--- config.mk ---
export PLATFORM = sky130hd
export DESIGN_NAME = c_subset_lexer
export DESIGN_NICKNAME = d
export VERILOG_FILES = /design/src/design/cslx_pkg.sv /design/src/design/cslx_front.sv /design/src/design/cslx_queue.sv /design/src/design/cslx_back.sv /design/src/design/c_subset_lexer.sv
export VERILOG_INCLUDE_DIRS = /design/src /design/src/design
export SDC_FILE = /design/constraint.sdc
export NUM_CORES = 1
export LEC_CHECK = 0
export ABC_AREA = 1
export BUFFER_PORTS_ARGS = -buffer_cell sky130_fd_sc_hd__buf_2
export CAP_MARGIN = 40
export CORE_MARGIN = 3
export CORE_UTILIZATION = 55
export CTS_BUF_LIST = sky130_fd_sc_hd__clkbuf_4
export CTS_CLUSTER_SIZE = 24
export DETAILED_ROUTE_END_ITERATION = 16
export GPL_TIMING_DRIVEN = 0
export PLACE_DENSITY = 0.77
export SLEW_MARGIN = 20
export SYNTH_ARGS = -nofsm -noshare
export SYNTH_HDL_FRONTEND = slang
export SYNTH_SLANG_ARGS = --single-unit
--- constraint.sdc ---
create_clock -name clk -period 7.8 [get_ports clk]
set_input_delay 0.39 -clock clk [delete_from_list [all_inputs] [get_ports clk]]
set_output_delay 0.39 -clock clk [all_outputs]
set_load 0.05 [all_outputs]
--- src/design/c_subset_lexer_macros.svh ---
// Assertion macros for the c_subset_lexer block.
// Used by the top level; expects clk and rst_n in scope.
`ifndef C_SUBSET_LEXER_MACROS_SVH
`define C_SUBSET_LEXER_MACROS_SVH

// same-cycle implication
`define CSLX_CHK_SAME(lbl, ante, cons, msg) \
  lbl: assert property (@(posedge clk) disable iff (!rst_n) (ante) |-> (cons)) \
    else $error(msg);

// next-cycle implication
`define CSLX_CHK_NEXT(lbl, ante, cons, msg) \
  lbl: assert property (@(posedge clk) disable iff (!rst_n) (ante) |=> (cons)) \
    else $error(msg);

`endif

--- src/design/cslx_pkg.sv ---
// Package for the c_subset_lexer block: token codes, lexer modes, item types
// and character classification functions. No dependencies.
package cslx_pkg;

  localparam int MAX_TOKEN_LEN = 255;
  localparam int QUEUE_DEPTH   = 4;
  localparam int PREFIX_CHARS  = 6;
  localparam int KW_COUNT      = 10;

  typedef enum logic [3:0] {
    M_IDLE  = 4'd0,
    M_PIPE  = 4'd1,
    M_AMP   = 4'd2,
    M_LT    = 4'd3,
    M_GT    = 4'd4,
    M_EQ    = 4'd5,
    M_PLUS  = 4'd6,
    M_MINUS = 4'd7,
    M_STAR  = 4'd8,
    M_SLASH = 4'd9,
    M_NUM   = 4'd10,
    M_WORD  = 4'd11
  } lexer_mode_t;

  // characters
  localparam logic [7:0] CH_SPACE = 8'h20;
  localparam logic [7:0] CH_NL    = 8'h0a;
  localparam logic [7:0] CH_PIPE  = 8'h7c;
  localparam logic [7:0] CH_AMP   = 8'h26;
  localparam logic [7:0] CH_LT    = 8'h3c;
  localparam logic [7:0] CH_GT    = 8'h3e;
  localparam logic [7:0] CH_EQ    = 8'h3d;
  localparam logic [7:0] CH_PLUS  = 8'h2b;
  localparam logic [7:0] CH_MINUS = 8'h2d;
  localparam logic [7:0] CH_STAR  = 8'h2a;
  localparam logic [7:0] CH_SLASH = 8'h2f;

  // token codes
  localparam logic signed [9:0] T_EQ     = 10'sd256;
  localparam logic signed [9:0] T_LE     = 10'sd258;
  localparam logic signed [9:0] T_INC    = 10'sd259;
  localparam logic signed [9:0] T_DEC    = 10'sd260;
  localparam logic signed [9:0] T_AND    = 10'sd261;
  localparam logic signed [9:0] T_GE     = 10'sd262;
  localparam logic signed [9:0] T_OR     = 10'sd263;
  localparam logic signed [9:0] T_FOR    = 10'sd264;
  localparam logic signed [9:0] T_SWITCH = 10'sd265;
  localparam logic signed [9:0] T_CASE   = 10'sd266;
  localparam logic signed [9:0] T_IF     = 10'sd267;
  localparam logic signed [9:0] T_ELSE   = 10'sd268;
  localparam logic signed [9:0] T_WHILE  = 10'sd269;
  localparam logic signed [9:0] T_TYPE   = 10'sd270;
  localparam logic signed [9:0] T_ID     = 10'sd271;
  localparam logic signed [9:0] T_INT    = 10'sd272;
  localparam logic signed [9:0] T_END    = -10'sd1;
  localparam logic signed [9:0] T_BAD    = -10'sd100;

  localparam logic [47:0] KW_TEXT [KW_COUNT] = '{
    48'h0000_0066_6f72,  // for
    48'h7377_6974_6368,  // switch
    48'h0000_6361_7365,  // case
    48'h0000_0000_6966,  // if
    48'h0000_656c_7365,  // else
    48'h0077_6869_6c65,  // while
    48'h0000_0069_6e74,  // int
    48'h646f_7562_6c65,  // double
    48'h0066_6c6f_6174,  // float
    48'h0000_6368_6172   // char
  };

  localparam logic signed [9:0] KW_CODE [KW_COUNT] = '{
    T_FOR, T_SWITCH, T_CASE, T_IF, T_ELSE, T_WHILE, T_TYPE, T_TYPE, T_TYPE, T_TYPE
  };

  typedef struct packed {
    logic signed [9:0] code;
    logic [7:0]        len;
    logic              last;
  } token_t;

  // results of one input item
  typedef struct packed {
    logic   two;
    token_t t0;
    token_t t1;
  } entry_t;

  typedef struct packed {
    logic full;
    logic empty;
  } q_stat_t;

  typedef struct packed {
    lexer_mode_t mode;
  } f_stat_t;

  function automatic logic is_digit(input logic [7:0] c);
    return (c >= 8'h30) && (c <= 8'h39);
  endfunction

  function automatic logic is_word(input logic [7:0] c);
    return is_digit(c) || ((c >= 8'h61) && (c <= 8'h7a)) ||
           ((c >= 8'h41) && (c <= 8'h5a)) || (c == 8'h5f);
  endfunction

  // ( ) { } ; # [ ] : " ' !
  function automatic logic is_punct(input logic [7:0] c);
    return c inside {8'h28, 8'h29, 8'h7b, 8'h7d, 8'h3b, 8'h23,
                     8'h5b, 8'h5d, 8'h3a, 8'h22, 8'h27, 8'h21};
  endfunction

  function automatic logic signed [9:0] kw_code(input logic [47:0] pfx,
                                                input logic too_long);
    logic signed [9:0] code;
    code = T_ID;
    for (int i = 0; i < KW_COUNT; i++) begin
      if (pfx == KW_TEXT[i]) code = KW_CODE[i];
    end
    return too_long ? T_ID : code;
  endfunction

endpackage

--- src/design/cslx_front.sv ---
// Front end of the c_subset_lexer: lexer state and classification of each
// character into zero, one or two tokens. Depends on cslx_pkg.
module cslx_front #(
  parameter int MAX_TOKEN_LEN = cslx_pkg::MAX_TOKEN_LEN
) (
  input  logic             clk,
  input  logic             rst_n,
  input  logic             acc,
  input  logic [7:0]       ch,
  input  logic             eoi,
  output logic             q_push,
  output cslx_pkg::entry_t q_wr,
  output cslx_pkg::f_stat_t f_stat
);

  localparam int         LenCap = (MAX_TOKEN_LEN < 255) ? MAX_TOKEN_LEN : 255;
  localparam logic [7:0] CapW   = LenCap[7:0];
  localparam logic [7:0] PfxW   = 8'(cslx_pkg::PREFIX_CHARS);

  cslx_pkg::lexer_mode_t mode_r, mode_nxt;
  logic [7:0]  cnt_r, cnt_nxt;
  logic [47:0] pfx_r, pfx_nxt;
  logic        long_r, long_nxt;

  // pending token, start-of-token and extension results
  cslx_pkg::token_t      pend_tok;
  logic                  st_emit;
  logic signed [9:0]     st_code;
  cslx_pkg::lexer_mode_t st_mode;
  logic                  ext_ok;
  logic                  ext_emit;
  logic signed [9:0]     ext_code;
  logic [7:0]            cnt_inc;
  logic                  do_start;

  always_comb begin
    pend_tok = '{code: cslx_pkg::T_END, len: 8'd0, last: 1'b0};
    case (mode_r)
      cslx_pkg::M_PIPE:  pend_tok = '{{2'b00, cslx_pkg::CH_PIPE},  8'd1, 1'b0};
      cslx_pkg::M_AMP:   pend_tok = '{{2'b00, cslx_pkg::CH_AMP},   8'd1, 1'b0};
      cslx_pkg::M_LT:    pend_tok = '{{2'b00, cslx_pkg::CH_LT},    8'd1, 1'b0};
      cslx_pkg::M_GT:    pend_tok = '{{2'b00, cslx_pkg::CH_GT},    8'd1, 1'b0};
      cslx_pkg::M_EQ:    pend_tok = '{{2'b00, cslx_pkg::CH_EQ},    8'd1, 1'b0};
      cslx_pkg::M_PLUS:  pend_tok = '{{2'b00, cslx_pkg::CH_PLUS},  8'd1, 1'b0};
      cslx_pkg::M_MINUS: pend_tok = '{{2'b00, cslx_pkg::CH_MINUS}, 8'd1, 1'b0};
      cslx_pkg::M_STAR:  pend_tok = '{{2'b00, cslx_pkg::CH_STAR},  8'd1, 1'b0};
      cslx_pkg::M_SLASH: pend_tok = '{{2'b00, cslx_pkg::CH_SLASH}, 8'd1, 1'b0};
      cslx_pkg::M_NUM:   pend_tok = '{cslx_pkg::T_INT, cnt_r, 1'b0};
      cslx_pkg::M_WORD:  pend_tok = '{cslx_pkg::kw_code(pfx_r, long_r), cnt_r, 1'b0};
      default:           pend_tok = '{cslx_pkg::T_END, 8'd0, 1'b0};
    endcase

    st_emit = 1'b0;
    st_code = cslx_pkg::T_BAD;
    st_mode = cslx_pkg::M_IDLE;
    case (ch)
      cslx_pkg::CH_SPACE, cslx_pkg::CH_NL: st_mode = cslx_pkg::M_IDLE;
      cslx_pkg::CH_PIPE:  st_mode = cslx_pkg::M_PIPE;
      cslx_pkg::CH_AMP:   st_mode = cslx_pkg::M_AMP;
      cslx_pkg::CH_LT:    st_mode = cslx_pkg::M_LT;
      cslx_pkg::CH_GT:    st_mode = cslx_pkg::M_GT;
      cslx_pkg::CH_EQ:    st_mode = cslx_pkg::M_EQ;
      cslx_pkg::CH_PLUS:  st_mode = cslx_pkg::M_PLUS;
      cslx_pkg::CH_MINUS: st_mode = cslx_pkg::M_MINUS;
      cslx_pkg::CH_STAR:  st_mode = cslx_pkg::M_STAR;
      cslx_pkg::CH_SLASH: st_mode = cslx_pkg::M_SLASH;
      default: begin
        if (cslx_pkg::is_punct(ch)) begin
          st_emit = 1'b1;
          st_code = {2'b00, ch};
        end else if (cslx_pkg::is_digit(ch)) begin
          st_mode = cslx_pkg::M_NUM;
        end else if (cslx_pkg::is_word(ch)) begin
          st_mode = cslx_pkg::M_WORD;
        end else begin
          st_emit = 1'b1;
          st_code = cslx_pkg::T_BAD;
        end
      end
    endcase

    ext_ok   = 1'b0;
    ext_emit = 1'b0;
    ext_code = cslx_pkg::T_EQ;
    case (mode_r)
      cslx_pkg::M_PIPE: begin
        ext_emit = (ch == cslx_pkg::CH_PIPE);
        ext_code = cslx_pkg::T_OR;
      end
      cslx_pkg::M_AMP: begin
        ext_emit = (ch == cslx_pkg::CH_AMP);
        ext_code = cslx_pkg::T_AND;
      end
      cslx_pkg::M_LT: begin
        ext_emit = (ch == cslx_pkg::CH_EQ);
        ext_code = cslx_pkg::T_LE;
      end
      cslx_pkg::M_GT: begin
        ext_emit = (ch == cslx_pkg::CH_EQ);
        ext_code = cslx_pkg::T_GE;
      end
      cslx_pkg::M_EQ: begin
        ext_emit = (ch == cslx_pkg::CH_EQ);
        ext_code = cslx_pkg::T_EQ;
      end
      cslx_pkg::M_PLUS: begin
        ext_emit = (ch == cslx_pkg::CH_EQ) || (ch == cslx_pkg::CH_PLUS);
        ext_code = (ch == cslx_pkg::CH_PLUS) ? cslx_pkg::T_INC : {2'b00, cslx_pkg::CH_EQ};
      end
      cslx_pkg::M_MINUS: begin
        ext_emit = (ch == cslx_pkg::CH_EQ) || (ch == cslx_pkg::CH_MINUS);
        ext_code = (ch == cslx_pkg::CH_MINUS) ? cslx_pkg::T_DEC : {2'b00, cslx_pkg::CH_EQ};
        ext_ok   = cslx_pkg::is_digit(ch);
      end
      cslx_pkg::M_STAR, cslx_pkg::M_SLASH: begin
        ext_emit = (ch == cslx_pkg::CH_EQ);
        ext_code = {2'b00, cslx_pkg::CH_EQ};
      end
      cslx_pkg::M_NUM:  ext_ok = cslx_pkg::is_digit(ch);
      cslx_pkg::M_WORD: ext_ok = cslx_pkg::is_word(ch);
      default: begin
        ext_emit = 1'b0;
        ext_ok   = 1'b0;
      end
    endcase
    ext_ok = ext_ok || ext_emit;

    cnt_inc  = (cnt_r < CapW) ? cnt_r + 8'd1 : cnt_r;
    do_start = !eoi && ((mode_r == cslx_pkg::M_IDLE) || !ext_ok);
  end

  // next state
  always_comb begin
    mode_nxt = mode_r;
    cnt_nxt  = cnt_r;
    pfx_nxt  = pfx_r;
    long_nxt = long_r;
    if (acc) begin
      if (eoi) begin
        mode_nxt = cslx_pkg::M_IDLE;
      end else if (do_start) begin
        mode_nxt = st_mode;
        if (st_mode == cslx_pkg::M_NUM) cnt_nxt = 8'd1;
        if (st_mode == cslx_pkg::M_WORD) begin
          cnt_nxt  = 8'd1;
          pfx_nxt  = {40'd0, ch};
          long_nxt = 1'b0;
        end
      end else if (ext_emit) begin
        mode_nxt = cslx_pkg::M_IDLE;
      end else if (mode_r == cslx_pkg::M_MINUS) begin
        mode_nxt = cslx_pkg::M_NUM;
        cnt_nxt  = 8'd2;
      end else if (mode_r == cslx_pkg::M_NUM) begin
        cnt_nxt = cnt_inc;
      end else begin
        if (cnt_r < PfxW) pfx_nxt = {pfx_r[39:0], ch};
        else long_nxt = 1'b1;
        cnt_nxt = cnt_inc;
      end
    end
  end

  // outputs
  always_comb begin
    logic             first_v;
    logic             second_v;
    cslx_pkg::token_t first;
    cslx_pkg::token_t second;
    first_v  = 1'b0;
    second_v = 1'b0;
    first    = pend_tok;
    second   = '{cslx_pkg::T_END, 8'd0, 1'b0};
    if (eoi) begin
      if (mode_r != cslx_pkg::M_IDLE) begin
        first_v  = 1'b1;
        second_v = 1'b1;
      end else begin
        first_v = 1'b1;
        first   = '{cslx_pkg::T_END, 8'd0, 1'b0};
      end
    end else if (mode_r == cslx_pkg::M_IDLE) begin
      first_v = st_emit;
      first   = '{st_code, 8'd1, 1'b0};
    end else if (ext_ok) begin
      first_v = ext_emit;
      first   = '{ext_code, 8'd2, 1'b0};
    end else begin
      first_v  = 1'b1;
      second_v = st_emit;
      second   = '{st_code, 8'd1, 1'b0};
    end
    first.last  = !second_v;
    second.last = 1'b1;
    q_push = acc && first_v;
    q_wr   = '{two: second_v, t0: first, t1: second};
  end

  always_ff @(posedge clk) begin
    if (!rst_n) begin
      mode_r <= cslx_pkg::M_IDLE;
      cnt_r  <= '0;
      pfx_r  <= '0;
      long_r <= 1'b0;
    end else begin
      mode_r <= mode_nxt;
      cnt_r  <= cnt_nxt;
      pfx_r  <= pfx_nxt;
      long_r <= long_nxt;
    end
  end

  assign f_stat = '{mode: mode_r};

endmodule

--- src/design/cslx_queue.sv ---
// Short queue of per-item token groups between front and back of the
// c_subset_lexer. Depends on cslx_pkg.
module cslx_queue #(
  parameter int QUEUE_DEPTH = cslx_pkg::QUEUE_DEPTH
) (
  input  logic               clk,
  input  logic               rst_n,
  input  logic               push,
  input  cslx_pkg::entry_t   wr,
  input  logic               pop,
  output cslx_pkg::entry_t   rd,
  output cslx_pkg::q_stat_t  stat
);

  localparam int PtrW = (QUEUE_DEPTH > 1) ? $clog2(QUEUE_DEPTH) : 1;
  localparam int CntW = $clog2(QUEUE_DEPTH + 1);
  localparam logic [PtrW-1:0] LastPtr = PtrW'(QUEUE_DEPTH - 1);
  localparam logic [CntW-1:0] DepthC  = CntW'(QUEUE_DEPTH);

  cslx_pkg::entry_t mem [QUEUE_DEPTH];
  cslx_pkg::entry_t rd_r;
  logic [PtrW-1:0] wp_r, wp_nxt, rp_r, rp_nxt;
  logic [CntW-1:0] cnt_r, cnt_nxt;
  logic            do_push, do_pop;

  always_comb begin
    do_push = push && (cnt_r != DepthC);
    do_pop  = pop && (cnt_r != '0);
    wp_nxt  = do_push ? ((wp_r == LastPtr) ? '0 : wp_r + 1'b1) : wp_r;
    rp_nxt  = do_pop ? ((rp_r == LastPtr) ? '0 : rp_r + 1'b1) : rp_r;
    cnt_nxt = cnt_r + CntW'(do_push) - CntW'(do_pop);
  end

  // head entry is registered; a write into the next head slot passes through
  always_ff @(posedge clk) begin
    if (do_push) mem[wp_r] <= wr;
    rd_r <= (do_push && (wp_r == rp_nxt)) ? wr : mem[rp_nxt];
  end

  always_ff @(posedge clk) begin
    if (!rst_n) begin
      wp_r  <= '0;
      rp_r  <= '0;
      cnt_r <= '0;
    end else begin
      wp_r  <= wp_nxt;
      rp_r  <= rp_nxt;
      cnt_r <= cnt_nxt;
    end
  end

  assign rd   = rd_r;
  assign stat = '{full: (cnt_r == DepthC), empty: (cnt_r == '0)};

endmodule

--- src/design/cslx_back.sv ---
// Back end of the c_subset_lexer: output register that hands out the tokens
// of each queued group one at a time. Depends on cslx_pkg.
module cslx_back (
  input  logic                     clk,
  input  logic                     rst_n,
  input  cslx_pkg::entry_t         q_rd,
  input  cslx_pkg::q_stat_t        q_stat,
  output logic                     q_pop,
  output logic                     out_empty,
  input  logic                     out_pop,
  output logic signed [9:0]        out_token_code,
  output logic [7:0]               out_token_length,
  output logic                     out_last_of_run
);

  cslx_pkg::entry_t cur_r, cur_nxt;
  logic             vld_r, vld_nxt;
  logic             idx_r, idx_nxt;
  cslx_pkg::token_t tok;
  logic             take, done;

  always_comb begin
    take    = vld_r && out_pop;
    done    = take && (idx_r || !cur_r.two);
    q_pop   = !q_stat.empty && (!vld_r || done);
    cur_nxt = q_pop ? q_rd : cur_r;
    vld_nxt = q_pop ? 1'b1 : (done ? 1'b0 : vld_r);
    idx_nxt = q_pop ? 1'b0 : ((take && !done) ? 1'b1 : idx_r);
  end

  always_ff @(posedge clk) begin
    if (!rst_n) begin
      vld_r <= 1'b0;
      idx_r <= 1'b0;
    end else begin
      vld_r <= vld_nxt;
      idx_r <= idx_nxt;
    end
  end

  always_ff @(posedge clk) begin
    cur_r <= cur_nxt;
  end

  assign tok              = idx_r ? cur_r.t1 : cur_r.t0;
  assign out_empty        = !vld_r;
  assign out_token_code   = tok.code;
  assign out_token_length = tok.len;
  assign out_last_of_run  = tok.last;

endmodule

--- src/design/c_subset_lexer.sv ---
// Top level of the c_subset_lexer: front classifier, group queue, back end.
// Depends on cslx_pkg, cslx_front, cslx_queue, cslx_back and the macro header.
//
//   port group  | dir | handshake       | items
//   in_*        | in  | push / full     | ch, end_of_input
//   out_*       | out | empty / pop     | token_code, token_length, last_of_run
//
// One character is taken every cycle while the queue has room; the front
// state update is the loop that sets this.
// The back end hands out one token per cycle while out_pop is held, so an item with
// two tokens stays in it until both are popped; the queue absorbs such bursts.
// A token reaches out_* through the queue head register, then the back-end register.
// rst_n is synchronous; after reset the lexer is idle and both sides empty.
// full rises only when the queue of QUEUE_DEPTH groups has no room.
`include "c_subset_lexer_macros.svh"

module c_subset_lexer #(
  parameter int MAX_TOKEN_LEN = cslx_pkg::MAX_TOKEN_LEN,
  parameter int QUEUE_DEPTH   = cslx_pkg::QUEUE_DEPTH
) (
  input  logic              clk,
  input  logic              rst_n,
  input  logic              in_push,
  output logic              in_full,
  input  logic [7:0]        in_ch,
  input  logic              in_end_of_input,
  output logic              out_empty,
  input  logic              out_pop,
  output logic signed [9:0] out_token_code,
  output logic [7:0]        out_token_length,
  output logic              out_last_of_run
);

  logic               acc;
  logic               q_push, q_pop;
  cslx_pkg::entry_t   q_wr, q_rd;
  cslx_pkg::q_stat_t  q_stat;
  cslx_pkg::f_stat_t  f_stat;

  assign in_full = q_stat.full;
  assign acc     = in_push && !q_stat.full;

  cslx_front #(
    .MAX_TOKEN_LEN(MAX_TOKEN_LEN)
  ) u_front (
    .clk    (clk),
    .rst_n  (rst_n),
    .acc    (acc),
    .ch     (in_ch),
    .eoi    (in_end_of_input),
    .q_push (q_push),
    .q_wr   (q_wr),
    .f_stat (f_stat)
  );

  cslx_queue #(
    .QUEUE_DEPTH(QUEUE_DEPTH)
  ) u_queue (
    .clk   (clk),
    .rst_n (rst_n),
    .push  (q_push),
    .wr    (q_wr),
    .pop   (q_pop),
    .rd    (q_rd),
    .stat  (q_stat)
  );

  cslx_back u_back (
    .clk              (clk),
    .rst_n            (rst_n),
    .q_rd             (q_rd),
    .q_stat           (q_stat),
    .q_pop            (q_pop),
    .out_empty        (out_empty),
    .out_pop          (out_pop),
    .out_token_code   (out_token_code),
    .out_token_length (out_token_length),
    .out_last_of_run  (out_last_of_run)
  );

  `CSLX_CHK_NEXT(a_eoi_idle, acc && in_end_of_input, f_stat.mode == cslx_pkg::M_IDLE, "lexer pending after end of input")
  `CSLX_CHK_SAME(a_end_last, !out_empty && out_token_code == cslx_pkg::T_END, out_last_of_run, "end token not last")
  `CSLX_CHK_SAME(a_zero_len, !out_empty && out_token_length == 8'd0, out_token_code == cslx_pkg::T_END, "empty token not end")
  `CSLX_CHK_SAME(a_q_ovf, q_push, !q_stat.full, "push into full queue")

endmodule

After elaboration in Yosys (flattened, before gate mapping) --
Memory sizes are Yosys's and may differ from the RTL's. A register that Yosys moved wholly into a read port is not among the register bits. Index checks and enable logic that the tools add are counted.
Cells by class: add/subtract/negate cells 5, magnitude comparators 8, equality and inequality tests 58, multiplexer cells 71, bitwise operators 2, reduce and logical (&&, ||, !) cells 49
Operator list (count):
- 48-bit two-way mux | 6
- 19-bit case mux with 11 select lines | 1
- 19-bit two-way mux | 8
- 48-bit by 31-bit equality test with 1-bit output, second input constant | 3
- 8-bit by 6-bit equality test with 1-bit output, second input constant | 17
- 48-bit by 23-bit equality test with 1-bit output, second input constant | 2
- 48-bit by 39-bit equality test with 1-bit output, second input constant | 2
- 48-bit by 47-bit equality test with 1-bit output, second input constant | 2
- 10-bit case mux with 7 select lines | 1
- 48-bit by 15-bit equality test with 1-bit output, second input constant | 1
- 8-bit by 7-bit equality test with 1-bit output, second input constant | 6
- 8-bit two-way mux | 6
- 4-bit case mux with 10 select lines | 1
- 3-bit two-way mux | 11
- 4-bit two-way mux | 7
- 4-bit equality test, second input constant | 6
- 1-bit two-way mux | 21
- 10-bit two-way mux | 2
- 9-bit two-way mux | 2
- 4-bit by 3-bit equality test with 1-bit output, second input constant | 4
- 8-bit by 7-bit >= comparator with 1-bit output, second input constant | 2
- 8-bit by 7-bit <= comparator with 1-bit output, second input constant | 2
- 7-bit AND reduction | 2
- 1-bit logical AND | 13
- 34 further kinds | 65
Storage, ports and cells: flip-flop bits (word level) 110, memory bits (writable) 152, output and inout bits 21, memories 1
Memory list:
- u_queue.mem | words 4, width 38, rd ports 1, clocked after memory_dff 1, wr ports 1, line cslx_queue.sv:20 | cslx_pkg::entry_t mem [QUEUE_DEPTH];

Logic depth before layout (Yosys ltp) --
Gate-level depths: netlist (run 1).
depth in word-level cells 16, gate-level depth with buffers 19

Hierarchy --
Synthesis (run 1) repeated with hierarchy kept, for this count alone.
Second synthesis, totals: cell total of the unflattened synthesis 1521, area total of the unflattened synthesis 12858.6 µm²
Modules (own cells, without submodules):
- cslx_queue | instances 1, cells an instance 448, area an instance 6288.5 µm², seq. area each 4864.7 µm²
- cslx_front | instances 1, cells an instance 955, area an instance 5041.1 µm², seq. area each 1221.2 µm²
- cslx_back | instances 1, cells an instance 116, area an instance 1519.0 µm², seq. area each 1211.2 µm²
- c_subset_lexer | instances 1, cells an instance 2, area an instance 10.0 µm², seq. area each 0.0 µm²

Least setup slack after synthesis (run 1) --
OpenSTA, ideal clock, no wires.
kind register -> register, start register u_front.mode_r[3], in the netlist u_front.f_stat[3], end memory u_queue.mem[0][0] (netlist bit) (enable), setup time 0.417 ns, arrival 2.833 ns, data required time 7.383 ns, setup slack 4.550 ns, cell stages (with the launch flop) 13, cell sequence dfxtp_1 > inv_1 > ha_1 > inv_1 > nor2_1 > nand3_1 > nand3_1 > a21oi_2 > nor2_1 > nor2_1 > nand3_1 > nand2_1 > nor2_1
On the way: cells in the longest elaborated chain, start to end 11, elaborated cells between the ends (all ways) 24
RTL lines:
- from (decl) | line cslx_front.sv:20 | cslx_pkg::lexer_mode_t mode_r, mode_nxt;
- from (signal assigned) | line cslx_front.sv:201 | mode_r <= cslx_pkg::M_IDLE;
- from (signal assigned) | line cslx_front.sv:206 | mode_r <= mode_nxt;
- 4-bit by 3-bit equality test with 1-bit output, or another cell as far along | line cslx_front.sv:85 | case (mode_r)
- 5-bit OR reduction (no source line) or 2-bit OR reduction (tied branches)
- 1-bit case mux with 5 select lines or 1-bit case mux with 2 select lines (tied branches) | line cslx_front.sv:85
- 1-bit logical OR | line cslx_front.sv:126 | ext_ok = ext_ok || ext_emit;
- 1-bit two-way mux | line cslx_front.sv:185 | end else if (ext_ok) begin
- 1-bit two-way mux (*) | line cslx_front.sv:182 | end else if (mode_r == cslx_pkg::M_IDLE) begin
- 1-bit two-way mux (*) | line cslx_front.sv:174 | if (eoi) begin
- 1-bit logical AND (*) | line cslx_front.sv:195 | q_push = acc && first_v;
- 1-bit logical AND (*) | line cslx_queue.sv:27 | do_push = push && (cnt_r != DepthC);
- 1-bit two-way mux (*) | line cslx_queue.sv:36 | if (do_push) mem[wp_r] <= wr;
- 1-bit two-way mux (not written as such) (*) | line cslx_queue.sv:36
- to (decl) | line cslx_queue.sv:20
Every way passes the cells marked *; elsewhere a longest branch is shown, timed or not.

Worst setup path after layout (run 1) --
start register u_front.mode_r[3], in the netlist u_front.f_stat[3], end register u_queue.cnt_r[1]
On the way: cells in the longest elaborated chain, start to end 11, elaborated cells between the ends (all ways) 24
RTL lines:
- 4-bit by 3-bit equality test with 1-bit output, or another cell as far along | line cslx_front.sv:85
- 5-bit OR reduction (no source line) or 2-bit OR reduction (tied branches)
- 1-bit case mux with 5 select lines or 1-bit case mux with 2 select lines (tied branches) | line cslx_front.sv:85
- 1-bit logical OR | line cslx_front.sv:126
- 1-bit two-way mux | line cslx_front.sv:185
- 1-bit two-way mux (*) | line cslx_front.sv:182
- 1-bit two-way mux (*) | line cslx_front.sv:174
- 1-bit logical AND (*) | line cslx_front.sv:195
- 1-bit logical AND (*) | line cslx_queue.sv:27
- named net u_queue.do_push | line cslx_queue.sv:24 | logic do_push, do_pop;
- 3-bit by 1-bit adder with 3-bit output (*) | line cslx_queue.sv:31 | cnt_nxt = cnt_r + CntW'(do_push) - CntW'(do_pop);
- 3-bit by 1-bit subtractor with 3-bit output (*) | line cslx_queue.sv:31
- to (signal assigned) | line cslx_queue.sv:48 | cnt_r <= cnt_nxt;
- to (decl) | line cslx_queue.sv:23 | logic [CntW-1:0] cnt_r, cnt_nxt;
Mark *: on every way through the listed nets, which the timed path passes. The rest lies on a longest branch. A chain may end at the register's enable or synchronous reset.

==> results of run 1 <==
==> worst max-delay path by stage <==
stage | startpoint | slack (ns) | end | cells after the start
floorplan | u_front.f_stat[3] | 4.55 | u_queue.mem[0][0] | 12
global placement | in_ch[3] | 3.06 | u_queue.mem[0][10] | 12
detailed placement | u_front.f_stat[3] | 4.37 | u_queue.cnt_r[1] | 16
CTS | u_front.f_stat[3] | 4.33 | u_queue.cnt_r[1] | 16
global route | u_front.f_stat[3] | 4.00 | u_queue.cnt_r[2] | 18
finish | u_front.f_stat[3] | 4.32 | u_queue.cnt_r[1] | 16
==> Yosys cell counts, types with 3 or more instances <==
cell      count  area, um2
a21oi_1      22        110
buf_1         5       18.8
buf_2        14       70.1
buf_4         4       30.0
buf_6         3       33.8
clkbuf_1     25       93.8
dfxtp_1      72       1440
edfxtp_1    150       4500
ha_1         12        150
inv_1       135        507
inv_2         5       18.8
nand2_1     270       1010
nand2_2       4       25.0
nand2_4       3       33.8
nand3_1      82        410
nand3_2       3       30.0
nand4_1      26        163
nor2_1      307       1150
nor2_2        5       31.3
nor3_1       22        110
nor4_1        8       50.1
o211ai_1      4       30.0
o21ai_0      93        465
o22ai_1      30        188
or2_2         4       25.0
==> critical path: cells and delay by family (launching register included) <==
| family | cells | cell delay [ns] |
|---|---|---|
| adder cells (fa/ha/maj) | 3 | 0.84 |
| flip-flops | 1 | 0.34 |
| AND/OR/NAND/NOR | 8 | 1.52 |
| AO/OA/AOI/OAI | 1 | 0.22 |
| buffers and inverters | 4 | 0.45 |
==> per-stage QoR <==
stage | utilization [%] | setup WS [ns] | hold slack [ns]
floorplan | - | 4.55 | 0.437
global route | 64.1 | 4.00 | 0.0945
global placement | 59.7 | 3.06 | 0.451
CTS | 64.1 | 4.33 | 0.0649
detailed placement | 60.5 | 4.37 | 0.452
finish | 64.1 | 4.32 | 0.119
==> routing by layer <==
layer  vias up  part of all wire, %  global-route usage, %
met4         0                  4.5                   12.5
met5         -                    0                      0
li1       4639                    -                      -
met1      4129                   40                   27.7
met3        88                  6.0                   3.92
met2       365                   50                   42.6
==> logic make-up after synthesis <==
kind of cell | Yosys count | share of synthesized area, %
simple gates | 741 | 28.3
flops | 222 | 54.4
buf+inv | 193 | 7.13
compound gates | 164 | 8.39
fa+ha+maj | 13 | 1.56
xor+xnor | 3 | 0.240
==> power by group <==
group	internal, W	total (W)	switching (W)
sequential	0.00156	0.00164	0.0000812
combinational	0.000345	0.00132	0.000973
clock	0.000493	0.000934	0.000441
==> state kept, by name (all words and copies together), names as in the netlist, named ones only <==
register and cells:
u_queue.mem 120, u_queue.wp_r 2, u_back.cur_r 30, u_back.idx_r 1
u_front.cnt_r 8, u_front.pfx_r 48, u_front.long_r 1, u_back.vld_r 1
u_front.f_stat 4, u_queue.rp_r 2, u_queue.cnt_r 3
==> layout make-up <==
type | instances | area share (%)
Sequential cell | 222 | 48.4
Multi-Input combinational cell | 921 | 34.6
Clock buffer | 78 | 4.77
Inverter | 142 | 4.34
Tap cell | 260 | 2.65
Timing Repair Buffer | 37 | 2.36
Buffer | 51 | 2.01
Clock inverter | 17 | 0.825
Antenna cell | 1 | 0.0204
==> impl_metrics.ini, run 1 <==
[clock_network]
cts_setup_buffers = 0
cts_tree = yes
cts_sinks = 222
cts_resized = 0
cts_buffers = 54
worstSkewPairLatency_ns = 0.67
htreeDepth = 2
clk_pin_slew_ns = 0.07
root_buffer = clkbuf_4
cts_hold_buffers = 0
clk_path_buf_depth = 3

[final_layout]
drive_gt1_share_pct = 11.7
final_cell_mix = 302 x nor2_1, 270 x nand2_1, 150 x edfxtp_1
final_common_cell = nor2_1
multi_input_area_um2 = 4250
areaGrowthSynthToFinish_pct = 12.3
fillers = 1645
seqCellArea_um2 = 5950
nets = 1455
final_cells = 1729
stdcell_area_um2 = 12300

[routing]
first_pass_iters = 5
routedWlPerCell_um = 15.1
drtIter0Drc = 565
viasPerCell = 5.33
ant_nets = 0
drc = 0
num_vias = 9221
wl_um = 26200

[critical_path]
crit_chain = inv_1, ha_1, inv_1, nor2_1, nand3_1, nand3_1, a21oi_2, nor2_1, nor2_1, nand3_1, nand2_1, inv_1, ha_1, inv_1, fa_1, nor2_1
max_stage_delay_ns = 0.41
start_kind = flip-flop
cp_slowest_cell = nand2_1
crit_path_end_kind = flip-flop
path_max_fanout = 7
ff2ff_setup_slack_ns = 4.32
r2r_start = u_front.f_stat[3]
worstReg2RegEnd = u_queue.cnt_r[1]
required_ns = 8.39
path_class = reg -> reg
r2r_cells = 16
worstPathArrival_ns = 4.07

[min_path]
hp-start = out_pop
min_path_cells = 5
min_delay_worst_endpoint = u_back.idx_r
hold_class = in -> reg

[placed_design]
port_buffers = 32
place_hpwl_um = 19000
place_area_um2 = 11600
dp_cells = 1633
gp_congestion = 0.930

[pwr]
p_per_area_nw_per_um2 = 317
vdd_drop_max_v = 0.000151
p_total_w = 0.00389
p_leak_nw = 5.04

[synthesis]
synth_edf_count = 150
async_flop_share_pct = 0
synth_warnings = 0
synthCells = 1336
seq_area_frac_synth_pct = 54.4
synth-seq-cells = 222
syn-cell-area_um2 = 10900
synthFlopType = edfxtp_1
synth_cell_types = 44
syn_nets = 1362
syn_area_per_cell_um2 = 8.19

[global_routing]
grt_first_pass_wirelength_um = 41800
grt_start_max_net_pins = 31
gr-total-overflow = 0
antenna_found_initial = 1
grt_usage_pct = 23.9
grt_pass1_vias = 8859

[timing]
max_slew_margin_pct = 43.7
tightest_slew_ns = 0.838
max_clock_freq_mhz = 287
period_needed_ns = 3.48
tns_ns = 0
finClkSkew_ns = 0.0275
final_max_slew_viol_count = 0
hold_viol = 0
rsz0062_at_grt = false
fin_crit_sh_pct = 44.6
setup_viol = 0

[floorplan]
design.die.area_um2 = 21600
placementRows = 50
fp.dieW_um = 147
coreArea_um2 = 19100
ios = 34
die_h_um = 147
initial_core_util_pct = 57.1

[status]
status = completed

[flow_run]
maxCapViolCount = 0
(Power assumes the default switching activity.)
==> inputs of run 2 (changes only) <==
--- a/config.mk
+++ b/config.mk
@@ -6,7 +6,7 @@
 export SDC_FILE = /design/constraint.sdc
 export NUM_CORES = 1
 export LEC_CHECK = 0
-export ABC_AREA = 1
+export ABC_AREA = 0
 export BUFFER_PORTS_ARGS = -buffer_cell sky130_fd_sc_hd__buf_2
 export CAP_MARGIN = 40
 export CORE_MARGIN = 3
@@ -15,7 +15,7 @@
 export CTS_CLUSTER_SIZE = 24
 export DETAILED_ROUTE_END_ITERATION = 16
 export GPL_TIMING_DRIVEN = 0
-export PLACE_DENSITY = 0.77
+export PLACE_DENSITY = 0.8
 export SLEW_MARGIN = 20
 export SYNTH_ARGS = -nofsm -noshare
 export SYNTH_HDL_FRONTEND = slang
==> constraint.sdc (replaced) <==
create_clock -name clk -period 3.2 [get_ports clk]
set_input_delay 0.16 -clock clk [delete_from_list [all_inputs] [get_ports clk]]
set_output_delay 0.16 -clock clk [all_outputs]
set_load 0.05 [all_outputs]
==> run 2 against run 1 <==
Final area is 2.9% lower. Clock power up 150%. Sequential share of layout area rose by 1.5 points. Critical path type unchanged. Largest power group unchanged.
==> impl_metrics.ini, run 2 <==
[floorplan]
coreArea_um2 = 18300
die_h_um = 144
placementRows = 49
design.die.area_um2 = 20800
initial_core_util_pct = 57.3
ios = 34
fp.dieW_um = 144

[critical_path]
r2r_start = u_front.f_stat[2]
worstPathArrival_ns = 3.43
path_max_fanout = 10
required_ns = 3.61
r2r_cells = 8
worstReg2RegEnd = u_queue.mem[1][31]
start_kind = flip-flop
ff2ff_setup_slack_ns = 0.18
crit_path_end_kind = flip-flop
path_class = reg -> reg

[min_path]
min_delay_worst_endpoint = u_front.cnt_r[0]
hp-start = in_end_of_input
min_path_cells = 4
hold_class = in -> reg

[final_layout]
final_common_cell = nand2_1
top_register = u_queue.mem
final_cells = 1276
drive_gt1_share_pct = 20.2
nets = 1027
largest_reg_flops = 120
top_regs = u_queue.mem (120), u_front.pfx_r (48), u_back.cur_r (30)
multi_input_area_um2 = 4310
final_core_util_pct = 65.0
areaGrowthSynthToFinish_pct = 13.5
seqCellArea_um2 = 5950
final_cell_mix = 159 x nand2_1, 150 x edfxtp_1, 78 x clkbuf_4
fillers = 1392

[routing]
wl_um = 23900
ant_nets = 0
routedWlPerCell_um = 18.7
num_vias = 7607
viasPerCell = 5.96
first_pass_iters = 7
drc = 0
drtIter0Drc = 512

[timing]
max_clock_freq_mhz = 331
period_needed_ns = 3.02
fin_crit_sh_pct = 94.5
finClkSkew_ns = 0.0400
hold_viol = 0
rsz0062_at_grt = true
setup_viol = 0
final_max_slew_viol_count = 0
max_slew_margin_pct = 43.1
tns_ns = 0
layout_setup_ws_ns = 0.177
tightest_slew_ns = 0.846

[pwr]
clockPowerShare_pct = 28.5
switchingPower_w = 0.00258
power_frac_seq_pct = 45.2
vdd_drop_max_v = 0.000292
p_int_w = 0.00557
p_leak_nw = 3.91
swShare_pct = 31.7
comb_power_share_pct = 26.3
p_per_area_nw_per_um2 = 683

[synthesis]
post-synth-top-count-cell = nand2_1
synthCells = 901
syn_area_per_cell_um2 = 11.7
synth_common_cells = 159 x nand2_1, 150 x edfxtp_1, 72 x dfxtp_1
synth_warnings = 0
synth-seq-cells = 222
synth_edf_count = 150
synth_area_leaders = edfxtp_1 43%, dfxtp_1 14%, mux4_2 6.4%, nand2_1 5.7%, mux2i_1 4.8%
synthFlopType = edfxtp_1
yosys.area.top_type_share_pct = 42.9
syn-cell-area_um2 = 10500
seq_area_frac_synth_pct = 56.6
synth_top_area_cell = edfxtp_1
async_flop_share_pct = 0
synth_cell_types = 75
syn_nets = 927

[clock_network]
worstSkewPairLatency_ns = 0.66
cts_tree = yes
htreeDepth = 2
cts_buffers = 53
root_buffer = clkbuf_4
cts_sinks = 222
clk_path_buf_depth = 3
clk_pin_slew_ns = 0.07

[global_routing]
gr-total-overflow = 0
grt_first_pass_wirelength_um = 37800
antenna_found_initial = 2
grt_pass1_vias = 7407
grt_start_max_net_pins = 30
grt_usage_pct = 23.0

[placed_design]
port_buffers = 31
place_hpwl_um = 16400
post-place-ws_ns = -0.638
gp_congestion = 0.962
dp_cells = 1167

[flow_run]
maxCapViolCount = 0

[status]
status = completed
run 2: power by group through the flow:
| stage | combinational [W] | clock [W] | sequential (W) |
|---|---|---|---|
| after floorplan | 0.00156 | 0 | 0.00370 |
| after global placement | 0.00193 | 0 | 0.00374 |
| after detailed placement | 0.00212 | 0 | 0.00374 |
| after CTS | 0.00213 | 0.00237 | 0.00368 |
| after global routing | 0.00232 | 0.00250 | 0.00371 |
| final | 0.00214 | 0.00232 | 0.00368 |
run 2: worst max-delay path by stage:
| stage | from | end | slack, ns | depth (start not counted) |
|---|---|---|---|---|
| detailed placement | in_ch[2] | u_queue.cnt_r[2] | -0.64 | 14 |
| finish | u_front.f_stat[2] | u_queue.mem[1][31] | 0.18 | 8 |
| floorplan | in_ch[2] | u_queue.mem[3][0] | 0.06 | 8 |
| CTS | u_front.f_stat[2] | u_queue.mem[2][10] | 0.07 | 8 |
| global placement | in_ch[2] | u_queue.mem[1][10] | -1.37 | 9 |
| global route | u_front.f_stat[1] | u_queue.mem[3][19] | -0.003 | 8 |
run 2: final cells by class:
type / count / share of cell area [%]
flip-flops and latches: 222 / 49.9
multi-input cells: 609 / 36.1
clock buffers: 78 / 4.91
repair buffers: 46 / 3.10
well taps: 229 / 2.40
plain buffers: 48 / 1.86
clock inverters: 21 / 1.03
inverters: 21 / 0.661
diodes: 2 / 0.0420
run 2: metrics by stage:
stage / total power, W / hold slack, ns / instance area [um2]
6_report: 0.00814 / 0.0284 / 11900
5_1_grt: 0.00853 / 0.0300 / 11900
4_1_cts: 0.00818 / 0.000260 / 11800
3_5_place_dp: 0.00586 / 0.462 / 11100
3_3_place_gp: 0.00567 / 0.451 / 10900
2_1_floorplan: 0.00526 / 0.302 / 10500
run 2: timing repair:
item	CTS	global route
setup buffers	0	3
setup endpoints to repair	29	39
pin swaps	0	1
endpoints found under the hold margin	8	0
hold buffers	3	0
resized for setup	1	5
run 2: cell families after synthesis:
kind of cell / after synthesis / share of synthesized area (%)
flops: 222 / 56.6
fa+ha+maj: 13 / 1.62
simple gates: 372 / 17.9
buf+inv: 70 / 2.88
xor+xnor: 5 / 0.417
compound gates: 127 / 8.03
mux: 92 / 12.5
run 2: layer usage:
metal | track usage (%) | up-vias | routed length [um]
met5 | 0 | - | 0
met1 | 29.2 | 3644 | 9740
met2 | 39.5 | 298 | 12100
met4 | 8.84 | 0 | 576
li1 | - | 3619 | -
met3 | 4.27 | 46 | 1490
run 2: critical path, cell delays in order (launching register included):
cell and delay, ns:
dfxtp_1 0.41, inv_1 0.09, ha_1 0.25, clkbuf_1 0.25, and3_1 0.33, a21o_1 0.28, nor3_1 0.53, a21oi_1 0.26
o221ai_1 0.40
